## src/rtl/sms_pkg.sv

```systemverilog
// shared types, constants and phase tables for the stepper move sequencer
package sms_pkg;

  localparam int DELAY_BITS    = 20;
  localparam int POSITION_BITS = 32;
  localparam int STEPS_BITS    = 31;
  localparam int PHASE_BITS    = 3;
  localparam int COIL_BITS     = 4;
  localparam int CFG_IDX_BITS  = 1;

  localparam logic [DELAY_BITS-1:0] DELAY_RESET = DELAY_BITS'(2944);
  localparam logic [3:0] HALF_COUNT = 4'd8;
  localparam logic [3:0] FULL_COUNT = 4'd4;

  localparam logic [CFG_IDX_BITS-1:0] CFG_HALF_STEP = 1'b0;
  localparam logic [CFG_IDX_BITS-1:0] CFG_DELAY     = 1'b1;

  typedef enum logic [1:0] {
    OP_TICK    = 2'd0,
    OP_MOVE    = 2'd1,
    OP_RELEASE = 2'd2,
    OP_LOAD    = 2'd3
  } op_t;

  typedef struct packed {
    logic [1:0]                       op;
    logic signed [31:0]               move_steps;
    logic signed [POSITION_BITS-1:0]  new_position;
  } item_t;

  typedef struct packed {
    logic [COIL_BITS-1:0]             coils;
    logic signed [POSITION_BITS-1:0]  position_now;
    logic                             moving;
    logic                             status;
  } result_t;

  typedef struct packed {
    logic                  half_step_mode;
    logic [DELAY_BITS-1:0] step_delay_ticks;
  } cfg_t;

  localparam logic [COIL_BITS-1:0] HALF_TAB [8] = '{
    4'h1, 4'h3, 4'h2, 4'h6, 4'h4, 4'hC, 4'h8, 4'h9
  };
  localparam logic [COIL_BITS-1:0] FULL_TAB [4] = '{
    4'h3, 4'h6, 4'hC, 4'h9
  };

  // one phase forward or back, wrapping into the table of the current mode
  function automatic logic [PHASE_BITS-1:0] next_phase(
    input logic [PHASE_BITS-1:0] p,
    input logic                  dir,
    input logic                  half
  );
    logic [3:0] count;
    logic [3:0] up;
    logic [3:0] dn;
    logic [PHASE_BITS-1:0] res;
    count = half ? HALF_COUNT : FULL_COUNT;
    up = {1'b0, p} + 4'd1;
    dn = {1'b0, p} - 4'd1;
    if (!dir) begin
      res = (up >= count) ? '0 : up[PHASE_BITS-1:0];
    end else if (p == '0) begin
      res = 3'(count - 4'd1);
    end else begin
      res = (dn >= count) ? '0 : dn[PHASE_BITS-1:0];
    end
    return res;
  endfunction

  function automatic logic [COIL_BITS-1:0] coil_pattern(
    input logic [PHASE_BITS-1:0] p,
    input logic                  half
  );
    return half ? HALF_TAB[p] : FULL_TAB[p[1:0]];
  endfunction

endpackage

```

## src/rtl/sms_in_if.sv

```systemverilog
// command channel: valid/ready plus one command beat
interface sms_in_if;
  logic             valid;
  logic             ready;
  logic [1:0]       op;
  logic signed [31:0] move_steps;
  logic signed [sms_pkg::POSITION_BITS-1:0] new_position;

  modport source (output valid, output op, output move_steps, output new_position,
                  input ready);
  modport sink   (input valid, input op, input move_steps, input new_position,
                  output ready);
endinterface

```

## src/rtl/sms_out_if.sv

```systemverilog
// result channel: valid/ready plus one status beat
interface sms_out_if;
  logic             valid;
  logic             ready;
  logic [sms_pkg::COIL_BITS-1:0] coils;
  logic signed [sms_pkg::POSITION_BITS-1:0] position_now;
  logic             moving;
  logic             status;

  modport source (output valid, output coils, output position_now, output moving,
                  output status, input ready);
  modport sink   (input valid, input coils, input position_now, input moving,
                  input status, output ready);
endinterface

```

## src/rtl/sms_core.sv

```systemverilog
// motor state registers and the per-command update logic
module sms_core (
  input  logic             clk,
  input  logic             rst_n,
  input  logic             fire,
  input  sms_pkg::item_t   item,
  input  sms_pkg::cfg_t    cfg,
  output sms_pkg::result_t res
);

  logic [sms_pkg::PHASE_BITS-1:0]           phase_r, phase_nxt;
  logic [sms_pkg::COIL_BITS-1:0]            coils_r, coils_nxt;
  logic signed [sms_pkg::POSITION_BITS-1:0] pos_r, pos_nxt;
  logic [sms_pkg::STEPS_BITS-1:0]           steps_r, steps_nxt;
  logic [sms_pkg::DELAY_BITS-1:0]           delay_r, delay_nxt;
  logic                                     dir_r, dir_nxt;
  logic                                     busy_r, busy_nxt;
  logic                                     status;

  always_comb begin
    logic [sms_pkg::DELAY_BITS-1:0] reload;
    logic [sms_pkg::DELAY_BITS-1:0] dly_dec;
    logic [31:0]                    mag;
    logic                           step_dir;
    logic                           do_step;
    logic [sms_pkg::PHASE_BITS-1:0] p;

    phase_nxt = phase_r;
    coils_nxt = coils_r;
    pos_nxt   = pos_r;
    steps_nxt = steps_r;
    delay_nxt = delay_r;
    dir_nxt   = dir_r;
    busy_nxt  = busy_r;
    status    = 1'b0;
    do_step   = 1'b0;
    step_dir  = dir_r;

    // a zero delay setting counts as one tick
    reload  = (cfg.step_delay_ticks == '0) ? sms_pkg::DELAY_BITS'(1) : cfg.step_delay_ticks;
    dly_dec = (delay_r != '0) ? delay_r - sms_pkg::DELAY_BITS'(1) : delay_r;
    mag     = item.move_steps[31] ? (~item.move_steps + 32'd1) : item.move_steps;

    if (sms_pkg::op_t'(item.op) == sms_pkg::OP_TICK) begin
      if (busy_r) begin
        delay_nxt = dly_dec;
        if (dly_dec == '0) begin
          if (steps_r != '0) begin
            do_step   = 1'b1;
            steps_nxt = steps_r - sms_pkg::STEPS_BITS'(1);
            delay_nxt = reload;
          end else begin
            busy_nxt = 1'b0;
          end
        end
      end
    end else if (busy_r) begin
      status = 1'b1;
    end else begin
      case (sms_pkg::op_t'(item.op))
        sms_pkg::OP_MOVE: begin
          if (item.move_steps != '0) begin
            step_dir  = item.move_steps[31];
            dir_nxt   = item.move_steps[31];
            do_step   = 1'b1;
            steps_nxt = sms_pkg::STEPS_BITS'(mag - 32'd1);
            delay_nxt = reload;
            busy_nxt  = 1'b1;
          end
        end
        sms_pkg::OP_RELEASE: coils_nxt = '0;
        sms_pkg::OP_LOAD:    pos_nxt   = item.new_position;
        default: ;
      endcase
    end

    p = sms_pkg::next_phase(phase_r, step_dir, cfg.half_step_mode);
    if (do_step) begin
      phase_nxt = p;
      coils_nxt = sms_pkg::coil_pattern(p, cfg.half_step_mode);
      pos_nxt   = step_dir ? pos_r - sms_pkg::POSITION_BITS'(1)
                           : pos_r + sms_pkg::POSITION_BITS'(1);
    end
  end

  always_ff @(posedge clk) begin
    if (!rst_n) begin
      phase_r <= '0;
      coils_r <= '0;
      pos_r   <= '0;
      steps_r <= '0;
      delay_r <= '0;
      dir_r   <= 1'b0;
      busy_r  <= 1'b0;
    end else if (fire) begin
      phase_r <= phase_nxt;
      coils_r <= coils_nxt;
      pos_r   <= pos_nxt;
      steps_r <= steps_nxt;
      delay_r <= delay_nxt;
      dir_r   <= dir_nxt;
      busy_r  <= busy_nxt;
    end
  end

  assign res.coils        = coils_nxt;
  assign res.position_now = pos_nxt;
  assign res.moving       = busy_nxt;
  assign res.status       = status;

endmodule

```

## src/rtl/stepper_move_sequencer.sv

```systemverilog
// top level: command register, motor state core, result register, config registers
// Unipolar stepper sequencer in half-step or full-step mode. Each command beat
// (tick, move, release, load position) yields exactly one result beat with the
// coil levels, position, moving flag and reject status after that command. A beat
// is held in an input register and processed in one pass into the result
// register, so the block takes one beat per clock cycle while results are taken;
// with the result register full and not taken, one more command waits in the
// input register before ready drops. The user must write configuration through
// cfg_we/cfg_index/cfg_wdata only while idle; the block does not enforce this.
// Configuration takes effect from the next step or delay reload.
module stepper_move_sequencer (
  input  logic                               clk,
  input  logic                               rst_n,
  sms_in_if.sink                             in_ch,
  sms_out_if.source                          out_ch,
  input  logic                               cfg_we,
  input  logic [sms_pkg::CFG_IDX_BITS-1:0]   cfg_index,
  input  logic [sms_pkg::DELAY_BITS-1:0]     cfg_wdata
);

  logic             in_valid_r;
  sms_pkg::item_t   item_r;
  logic             out_valid_r;
  sms_pkg::result_t res_r;
  sms_pkg::result_t res_nxt;
  sms_pkg::cfg_t    cfg_r;
  logic             out_free;
  logic             fire;
  logic             in_take;

  assign out_free    = !out_valid_r || out_ch.ready;
  assign fire        = in_valid_r && out_free;
  assign in_ch.ready = !in_valid_r || out_free;
  assign in_take     = in_ch.valid && in_ch.ready;

  always_ff @(posedge clk) begin
    if (!rst_n) begin
      in_valid_r <= 1'b0;
    end else if (in_ch.ready) begin
      in_valid_r <= in_ch.valid;
    end
  end

  always_ff @(posedge clk) begin
    if (in_take) begin
      item_r.op           <= in_ch.op;
      item_r.move_steps   <= in_ch.move_steps;
      item_r.new_position <= in_ch.new_position;
    end
  end

  always_ff @(posedge clk) begin
    if (!rst_n) begin
      cfg_r.half_step_mode   <= 1'b0;
      cfg_r.step_delay_ticks <= sms_pkg::DELAY_RESET;
    end else if (cfg_we) begin
      unique case (cfg_index)
        sms_pkg::CFG_HALF_STEP: cfg_r.half_step_mode   <= cfg_wdata[0];
        sms_pkg::CFG_DELAY:     cfg_r.step_delay_ticks <= cfg_wdata;
        default: ;
      endcase
    end
  end

  sms_core u_core (
    .clk   (clk),
    .rst_n (rst_n),
    .fire  (fire),
    .item  (item_r),
    .cfg   (cfg_r),
    .res   (res_nxt)
  );

  always_ff @(posedge clk) begin
    if (!rst_n) begin
      out_valid_r <= 1'b0;
    end else if (out_free) begin
      out_valid_r <= in_valid_r;
    end
  end

  always_ff @(posedge clk) begin
    if (fire) begin
      res_r <= res_nxt;
    end
  end

  assign out_ch.valid        = out_valid_r;
  assign out_ch.coils        = res_r.coils;
  assign out_ch.position_now = res_r.position_now;
  assign out_ch.moving       = res_r.moving;
  assign out_ch.status       = res_r.status;

endmodule

```

## src/flat_wrapper.sv

```systemverilog
// flat-port wrapper written by rule: the top's interface ports become plain ports
module stepper_move_sequencer_flat 
  (clk, rst_n, cfg_we, cfg_index, cfg_wdata, in_ch_valid, in_ch_op, in_ch_move_steps, in_ch_new_position, in_ch_ready, out_ch_valid, out_ch_coils, out_ch_position_now, out_ch_moving, out_ch_status, out_ch_ready);
  sms_in_if in_ch_i ();
  sms_out_if out_ch_i ();
  input  logic clk;
  input  logic rst_n;
  input  logic cfg_we;
  input  logic [sms_pkg::CFG_IDX_BITS-1:0] cfg_index;
  input  logic [sms_pkg::DELAY_BITS-1:0] cfg_wdata;
  input wire logic [$bits(in_ch_i.valid)-1:0] in_ch_valid;
  input wire logic [$bits(in_ch_i.op)-1:0] in_ch_op;
  input wire logic [$bits(in_ch_i.move_steps)-1:0] in_ch_move_steps;
  input wire logic [$bits(in_ch_i.new_position)-1:0] in_ch_new_position;
  output wire logic [$bits(in_ch_i.ready)-1:0] in_ch_ready;
  output wire logic [$bits(out_ch_i.valid)-1:0] out_ch_valid;
  output wire logic [$bits(out_ch_i.coils)-1:0] out_ch_coils;
  output wire logic [$bits(out_ch_i.position_now)-1:0] out_ch_position_now;
  output wire logic [$bits(out_ch_i.moving)-1:0] out_ch_moving;
  output wire logic [$bits(out_ch_i.status)-1:0] out_ch_status;
  input wire logic [$bits(out_ch_i.ready)-1:0] out_ch_ready;
  assign in_ch_i.valid = in_ch_valid;
  assign in_ch_i.op = in_ch_op;
  assign in_ch_i.move_steps = in_ch_move_steps;
  assign in_ch_i.new_position = in_ch_new_position;
  assign in_ch_ready = in_ch_i.ready;
  assign out_ch_valid = out_ch_i.valid;
  assign out_ch_coils = out_ch_i.coils;
  assign out_ch_position_now = out_ch_i.position_now;
  assign out_ch_moving = out_ch_i.moving;
  assign out_ch_status = out_ch_i.status;
  assign out_ch_i.ready = out_ch_ready;
  stepper_move_sequencer u_core (.clk(clk), .rst_n(rst_n), .in_ch(in_ch_i), .out_ch(out_ch_i), .cfg_we(cfg_we), .cfg_index(cfg_index), .cfg_wdata(cfg_wdata));
endmodule
```

## config.mk

```make
export PLATFORM = sky130hd
export DESIGN_NAME = stepper_move_sequencer_flat
export DESIGN_NICKNAME = d
export VERILOG_FILES = /design/src/rtl/sms_pkg.sv /design/src/rtl/sms_in_if.sv /design/src/rtl/sms_out_if.sv /design/src/rtl/sms_core.sv /design/src/rtl/stepper_move_sequencer.sv /design/src/flat_wrapper.sv
export SDC_FILE = /design/constraint.sdc
export NUM_CORES = 1
export LEC_CHECK = 0
export ABC_AREA = 1
export ABC_CLOCK_PERIOD_IN_PS = 5600
export BUFFER_PORTS_ARGS = -buffer_cell sky130_fd_sc_hd__clkbuf_2
export CAP_MARGIN = 5
export CORE_ASPECT_RATIO = 1.1
export CORE_UTILIZATION = 50
export CTS_CLUSTER_DIAMETER = 120
export DETAILED_ROUTE_END_ITERATION = 8
export MAX_ROUTING_LAYER = met4
export PLACE_DENSITY = 0.69
export SETUP_SLACK_MARGIN = 0.05
export SKIP_LAST_GASP = 1
export SLEW_MARGIN = 15
export SYNTH_ARGS = -nofsm -noshare
export SYNTH_HDL_FRONTEND = slang
export SYNTH_HIERARCHICAL = 1
export SYNTH_SLANG_ARGS = --single-unit
```

## constraint.sdc

```tcl
create_clock -name clk -period 5.6 [get_ports clk]
set_input_delay 1.68 -clock clk [delete_from_list [all_inputs] [get_ports clk]]
set_output_delay 1.68 -clock clk [all_outputs]
set_load 0.02 [all_outputs]
```

==> flow_summary_export.csv, run 1 <==
group,metric,value,unit
sta,relSlewSlack,23.5,%
outcome,status,"finished, final reports clean",
critical_path,crit_fanout,18,
floorplanning,rows,64,
sta,tightest_slew,1.14,ns
clock_tree,tritoncts,"yes",
drt,wl,36300,µm
yosys,synth_ff_type,"dfxtp_1",
final_layout,area_growth,12.7,%
drt,drtIter0Drc,815,
yosys,syn-mean-instance-area,6.82,µm²
critical_path,critPathKind,"reg -> reg",
yosys,synthAdderAreaFrac,4.14,%
global_routing,grt_pass1_wl,59000,µm
yosys,synth_warnings,6,
placement,hpwl,26100,µm
floorplanning,die-width,162,µm
yosys,synth_fp_nets,2203,
flow_run,max_cap_viol_count,0,
critical_path,r2r_slack,1.25,ns
floorplanning,dieHeight,178,µm
clock_tree,root_buffer,"clkbuf_16",
pwr,powerDensity,297,mW/mm²
floorplanning,io_pins,132,
critical_path,end_kind,"flip-flop",
yosys,yosysSeqAreaShare,38.5,%
hold_path,hold_path_class,"reg -> reg",
yosys,synth_top_cell_by_area,"edfxtp_1",
clock_tree,clkLatencyLatePin,0.54,ns
clock_tree,clk_pin_slew,0.06,ns
critical_path,cp.required,6.04,ns
yosys,synth_top_cells_by_area,"edfxtp_1 (22%), dfxtp_1 (16%), nand2_1 (16%)",
floorplanning,die_area,0.0288,mm²
pwr,power.total,4.72,mW
sta,fin_crit_sh,77.7,%
final_layout,final_area,0.0159,mm²
placement,postPlaceCellArea,0.0149,mm²
sta,hold_viol,0,
sta,setup_viol,0,
final_layout,n_antenna_cell,0,
sta,fmax,0.230,GHz
yosys,muxShareOfSynthArea,0,%
yosys,synth-xor-area-share,2.92,%
global_routing,grt_max_degree,83,
final_layout,drive_gt1_share,10.3,%
yosys,synth_top_family_by_area,"simple AND/OR/NAND/NOR gates",
drt,dr.pass1.iters,5,
yosys,synth_area,0.0141,mm²
global_routing,grt-ovfl-total,0,
final_layout,fillCellCount,2646,
drt,avgViaCountPerCell,5.21,
drt,wire_per_inst,14.2,µm
drt,drc,0,
yosys,netlist_instances,2065,
pwr,leakage,7.88,nW
clock_tree,htreeDepth,1,
yosys,synth_top_cell_area_share,22.2,%
critical_path,cp-start-kind,"flip-flop",
yosys,yosys.area_share.simple,33.6,%
clock_tree,postCtsSetupRepairBufs,0,
critical_path,worst-endpoint-arrival,4.79,ns
sta,slew_violations,0,
floorplanning,initial_utilization,50.7,%
yosys,synth_compound_area_share,10.5,%
placement,port_buffers,131,
final_layout,instances_no_fill,2549,
clock_tree,cts_resized,0,
sta,skew,0.0290,ns
clock_tree,holdBufCountCts,0,
sta,finalSetupTns,0,ns
placement,dp_cells,2501,
clock_tree,cts_buffer_depth,3,
placement,gp_congestion,0.929,
yosys,synth-edff-count,104,
drt,drtAntennaViolNets,0,
clock_tree,clock_sinks,219,
final_layout,nNetsFinal,2304,
global_routing,antenna_found_initial,0,
global_routing,grt_pass1_vias,12346,
final_layout,final_common_cell,"nand2_1",
global_routing,grt_usage,25.9,%
floorplanning,core_area,0.0278,mm²
pwr,peakVddDrop,0.000255,V
clock_tree,cts-buffers-inserted,26,
yosys,synth-seq-cells,219,
sta,holdWs,0.478,ns
drt,via_count,13282,
sta,rsz0062_at_grt,"no",
yosys,async_flop_share,0,%
yosys,ys_types,44,
sta,final.min_clock_period,4.35,ns
final_layout,final_cell_mix,"nand2_1 (598), inv_1 (276), nor2_1 (232)",
## layout make-up
class	instances	area (µm²)	share of cell area, %
multi-input cells	1493	7240	45.6
flip-flops and latches	219	5430	34.2
inverters	284	1070	6.73
clock buffers	37	828	5.22
repair buffers	142	738	4.65
well taps	363	454	2.86
clock inverters	11	118	0.741
## cell families after synthesis
family / after synthesis
XOR/XNOR: 47
AO/OA/AOI/OAI: 287
buffers and inverters: 353
AND/OR/NAND/NOR: 1113
flip-flops: 219
adder cells (fa/ha/maj): 46
## worst max-delay path, stage by stage, from the launching register on
cell and delay (ns):
edfxtp_1 0.35, inv_1 0.11, ha_1 0.22, nand2_1 0.07
nor2_1 0.27, nand2_1 0.09, nor2_1 0.11, nand2_1 0.12
nand4_1 0.13, nand2_1 0.09, inv_1 0.50, ha_1 0.41
a21oi_1 0.13, o21ai_0 0.21, a21oi_1 0.34, inv_1 0.11
a21oi_1 0.30, or2_2 0.17, nand2_1 0.07, xor2_1 0.14
nand3_1 0.09, nand3_1 0.09, nand2_1 0.09, inv_1 0.04
## per-layer routing
metal  part of all wire [%]  up-vias  track usage [%]
li1                       -     6862                -
met2                     48      327             45.1
met5                      0        -                -
met4                    2.8        0             9.04
met1                     45     6018             31.3
met3                    4.2       75             2.49
## registers in the layout, indices dropped and copies added (netlist names), 3 cells and up
signal / flops
u_core/u_core/coils_r: 4
u_core/u_core/pos_r: 32
u_core/out_ch.position_now: 32
u_core/out_ch.coils: 4
u_core/item_r: 66
u_core/cfg_r: 21
u_core/u_core/steps_r: 31
u_core/u_core/delay_r: 20
u_core/u_core/phase_r: 3
## path summary, 6_finish.rpt
kind                                  from                        to  depth (start not counted)
setup / recovery         u_core/item_r[32]   u_core/u_core/pos_r[18]                         23
hold / removal    u_core/u_core/steps_r[6]  u_core/u_core/steps_r[6]                          2
setup reg to reg         u_core/item_r[32]   u_core/u_core/pos_r[18]                         23
hold reg to reg   u_core/u_core/steps_r[6]  u_core/u_core/steps_r[6]                          2
## where the power goes
part / internal, mW / switching [mW]
clock: 1.12 / 0.682
combinational: 0.348 / 0.710
sequential: 1.79 / 0.0644
total: 3.26 / 1.46
## per-stage QoR
stage	setup slack [ns]	util (%)
after global routing	0.720	57.1
after detailed placement	1.25	53.7
final	1.25	57.1
after floorplan	0.718	-
after CTS	1.25	57.1
after global placement	1.36	53.7
## cells in the mapped netlist (all sizes together), types with 3 or more instances
| cell type | instances |
|---|---|
| a31oi | 3 |
| clkbuf | 28 |
| xor2 | 28 |
| xnor2 | 19 |
| buf | 41 |
| ha | 45 |
| nand2 | 604 |
| nand4 | 27 |
| nor2 | 245 |
| a21oi | 168 |
| a21o | 4 |
| nand3b | 14 |
| o21ai | 101 |
| nor3 | 16 |
| nor4 | 15 |
| or2 | 5 |
| o21bai | 6 |
| inv | 284 |
| edfxtp | 104 |
| nand3 | 182 |
| dfxtp | 115 |
Note: power is estimated with default switching activity, not from simulation.
==> run 2: changes to the inputs <==
--- a/config.mk
+++ b/config.mk
@@ -6,7 +6,7 @@
 export NUM_CORES = 1
 export LEC_CHECK = 0
 export ABC_AREA = 1
-export ABC_CLOCK_PERIOD_IN_PS = 5600
+export ABC_CLOCK_PERIOD_IN_PS = 3650
 export BUFFER_PORTS_ARGS = -buffer_cell sky130_fd_sc_hd__clkbuf_2
 export CAP_MARGIN = 5
 export CORE_ASPECT_RATIO = 1.1
@@ -14,7 +14,7 @@
 export CTS_CLUSTER_DIAMETER = 120
 export DETAILED_ROUTE_END_ITERATION = 8
 export MAX_ROUTING_LAYER = met4
-export PLACE_DENSITY = 0.69
+export PLACE_DENSITY = 0.72
 export SETUP_SLACK_MARGIN = 0.05
 export SKIP_LAST_GASP = 1
 export SLEW_MARGIN = 15
==> constraint.sdc (replaced) <==
create_clock -name clk -period 3.65 [get_ports clk]
set_input_delay 1.095 -clock clk [delete_from_list [all_inputs] [get_ports clk]]
set_output_delay 1.095 -clock clk [all_outputs]
set_load 0.02 [all_outputs]
==> flow_summary_export.csv, run 2 (same netlist as run 1, synthesis figures left out) <==
group,metric,value,unit
global_routing,use_met1,30.5,%
final_layout,largest_reg_flops,66,
drt,wire_per_inst,14.5,µm
final_layout,multiInputGateArea,0.00787,mm²
final_layout,instances_no_fill,2617,
drt,drc,0,
flow_run,max_cap_viol_count,0,
clock_tree,clk_pin_slew,0.06,ns
pwr,peakVddDrop,0.000366,V
placement,hpwl,27000,µm
critical_path,critPathKind,"reg -> reg",
critical_path,cp.required,4.08,ns
clock_tree,tritoncts,"yes",
placement,gp_congestion,0.937,
final_layout,fillCellCount,2566,
placement,port_buffers,131,
pwr,powerDensity,430,mW/mm²
placement,dp_cells,2543,
floorplanning,core_area,0.0278,mm²
sta,tightest_slew,0.674,ns
sta,relSlewSlack,55.0,%
global_routing,grt_max_degree,67,
drt,drtAntennaViolNets,0,
sta,final.min_clock_period,3.64,ns
sta,slew_violations,0,
floorplanning,initial_utilization,50.7,%
final_layout,final_area,0.0170,mm²
drt,avgViaCountPerCell,5.25,
drt,via_count,13745,
placement,postPlaceCellArea,0.0154,mm²
drt,wl,38000,µm
sta,holdWs,0.479,ns
clock_tree,htreeDepth,1,
floorplanning,io_pins,132,
global_routing,antenna_found_initial,0,
drt,drtIter0Drc,789,
final_layout,final_cell_mix,"nand2_1 (581), inv_1 (268), nor2_1 (220)",
pwr,power.total,7.32,mW
floorplanning,dieHeight,178,µm
final_layout,final_common_cell,"nand2_1",
final_layout,n_antenna_cell,0,
global_routing,use_met2,47.6,%
drt,dr.pass1.iters,5,
sta,fin_crit_sh,99.8,%
final_layout,area_growth,20.9,%
global_routing,use_met3,2.84,%
global_routing,grt-ovfl-total,0,
clock_tree,cts-buffers-inserted,26,
final_layout,top_register,"u_core/item_r",
final_layout,nNetsFinal,2372,
floorplanning,die-width,162,µm
clock_tree,clock_sinks,219,
critical_path,end_kind,"flip-flop",
pwr,leakage,8.29,nW
global_routing,grt_most_used_layer,"met2",
critical_path,crit_fanout,6,
sta,fmax,0.274,GHz
final_layout,register_area,0.00543,mm²
floorplanning,rows,64,
global_routing,grt_pass1_vias,12842,
clock_tree,cts_buffer_depth,3,
sta,setup_viol,0,
critical_path,worst-endpoint-arrival,4.07,ns
hold_path,hold_path_class,"reg -> reg",
clock_tree,root_buffer,"clkbuf_16",
outcome,status,"finished, final reports clean",
sta,hold_viol,0,
global_routing,grt_usage,26.3,%
floorplanning,die_area,0.0288,mm²
clock_tree,clkLatencyLatePin,0.53,ns
final_layout,drive_gt1_share,17.5,%
sta,skew,0.0120,ns
critical_path,cp-start-kind,"flip-flop",
global_routing,grt_pass1_wl,60200,µm
sta,rsz0062_at_grt,"yes",
-- run 2: cell count changes in the layout (fill, tap and decap cells not counted), moves of 12 or more --
| cell | change |
|---|---|
| buf_4 | +59 |
| ha_1 | -26 |
| a21oi_2 | +21 |
| ha_4 | +22 |
| nand2_1 | -17 |
| nor2_1 | -12 |
| a21oi_1 | -23 |
| nand2_2 | +15 |
-- run 2: worst paths after layout --
| kind | from | to | slack, ns | cells past startpoint |
|---|---|---|---|---|
| worst max-delay path | u_core/item_r[52] | u_core/u_core/pos_r[31] | 0.006 | 27 |
| worst min-delay path | u_core/u_core/steps_r[6] | u_core/u_core/steps_r[6] | 0.48 | 2 |
| worst max register to register | u_core/item_r[52] | u_core/u_core/pos_r[31] | 0.006 | 27 |
| worst min register to register | u_core/u_core/steps_r[6] | u_core/u_core/steps_r[6] | 0.48 | 2 |
-- run 2: metal layers --
layer	share of wire (%)	vias to the layer above
met2	50	359
met5	0	-
li1	-	7021
met1	43	6299
met3	4.7	66
met4	2.3	0
-- run 2: stage by stage --
step	worst slack (ns)	setup TNS (ns)	util, %
2_1_floorplan	-0.0677	-0.279	-
3_3_place_gp	0.0696	0	55.4
3_5_place_dp	-0.00676	-0.0101	55.4
4_1_cts	0.0367	0	58.7
5_1_grt	-0.181	-3.58	61.3
6_report	0.00602	0	61.3
-- run 2: layout make-up --
type                            count  area share [%]
Clock buffer                       41            4.71
Clock inverter                      7           0.382
Inverter                          284            6.28
Multi-Input combinational cell   1493            46.2
Sequential cell                   219            31.9
Tap cell                          363            2.67
Timing Repair Buffer              210            7.85
-- run 2: power by group --
part	internal [mW]	switching, mW	leakage, nW
Combinational	0.691	1.18	5.91
Clock	1.58	1.02	0.421
Sequential	2.75	0.111	1.95
Total	5.02	2.31	8.29
-- run 2: worst max-delay path, cell delays in order, from the launching register on --
cell        delay [ns]
edfxtp_1          0.46
nor2_2            0.16
nand2_1           0.11
inv_1             0.07
nand2_1           0.07
nor2_2            0.18
nand2_2           0.12
nand3_2           0.08
nand2_2           0.07
nand2_4           0.07
clkinvlp_4        0.22
buf_6             0.24
ha_4              0.25
a21oi_2           0.16
nor2_1            0.06
nor2_1            0.12
nand2_2           0.09
buf_4             0.13
nand3_1           0.11
nand3_4           0.13
a21oi_2           0.18
inv_1             0.05
nand2_1           0.05
nand2_1           0.05
nand3_1           0.09
nand3_1           0.08
nand2_1           0.08
inv_1             0.04
-- run 2: timing repair --
item                                   CTS  global route
pin swaps                                1            12
setup endpoints to repair               18            45
hold buffers                             0             0
setup buffers                            0            23
resized for setup                       11           106
endpoints found under the hold margin    0             0
cloned                                   0             3
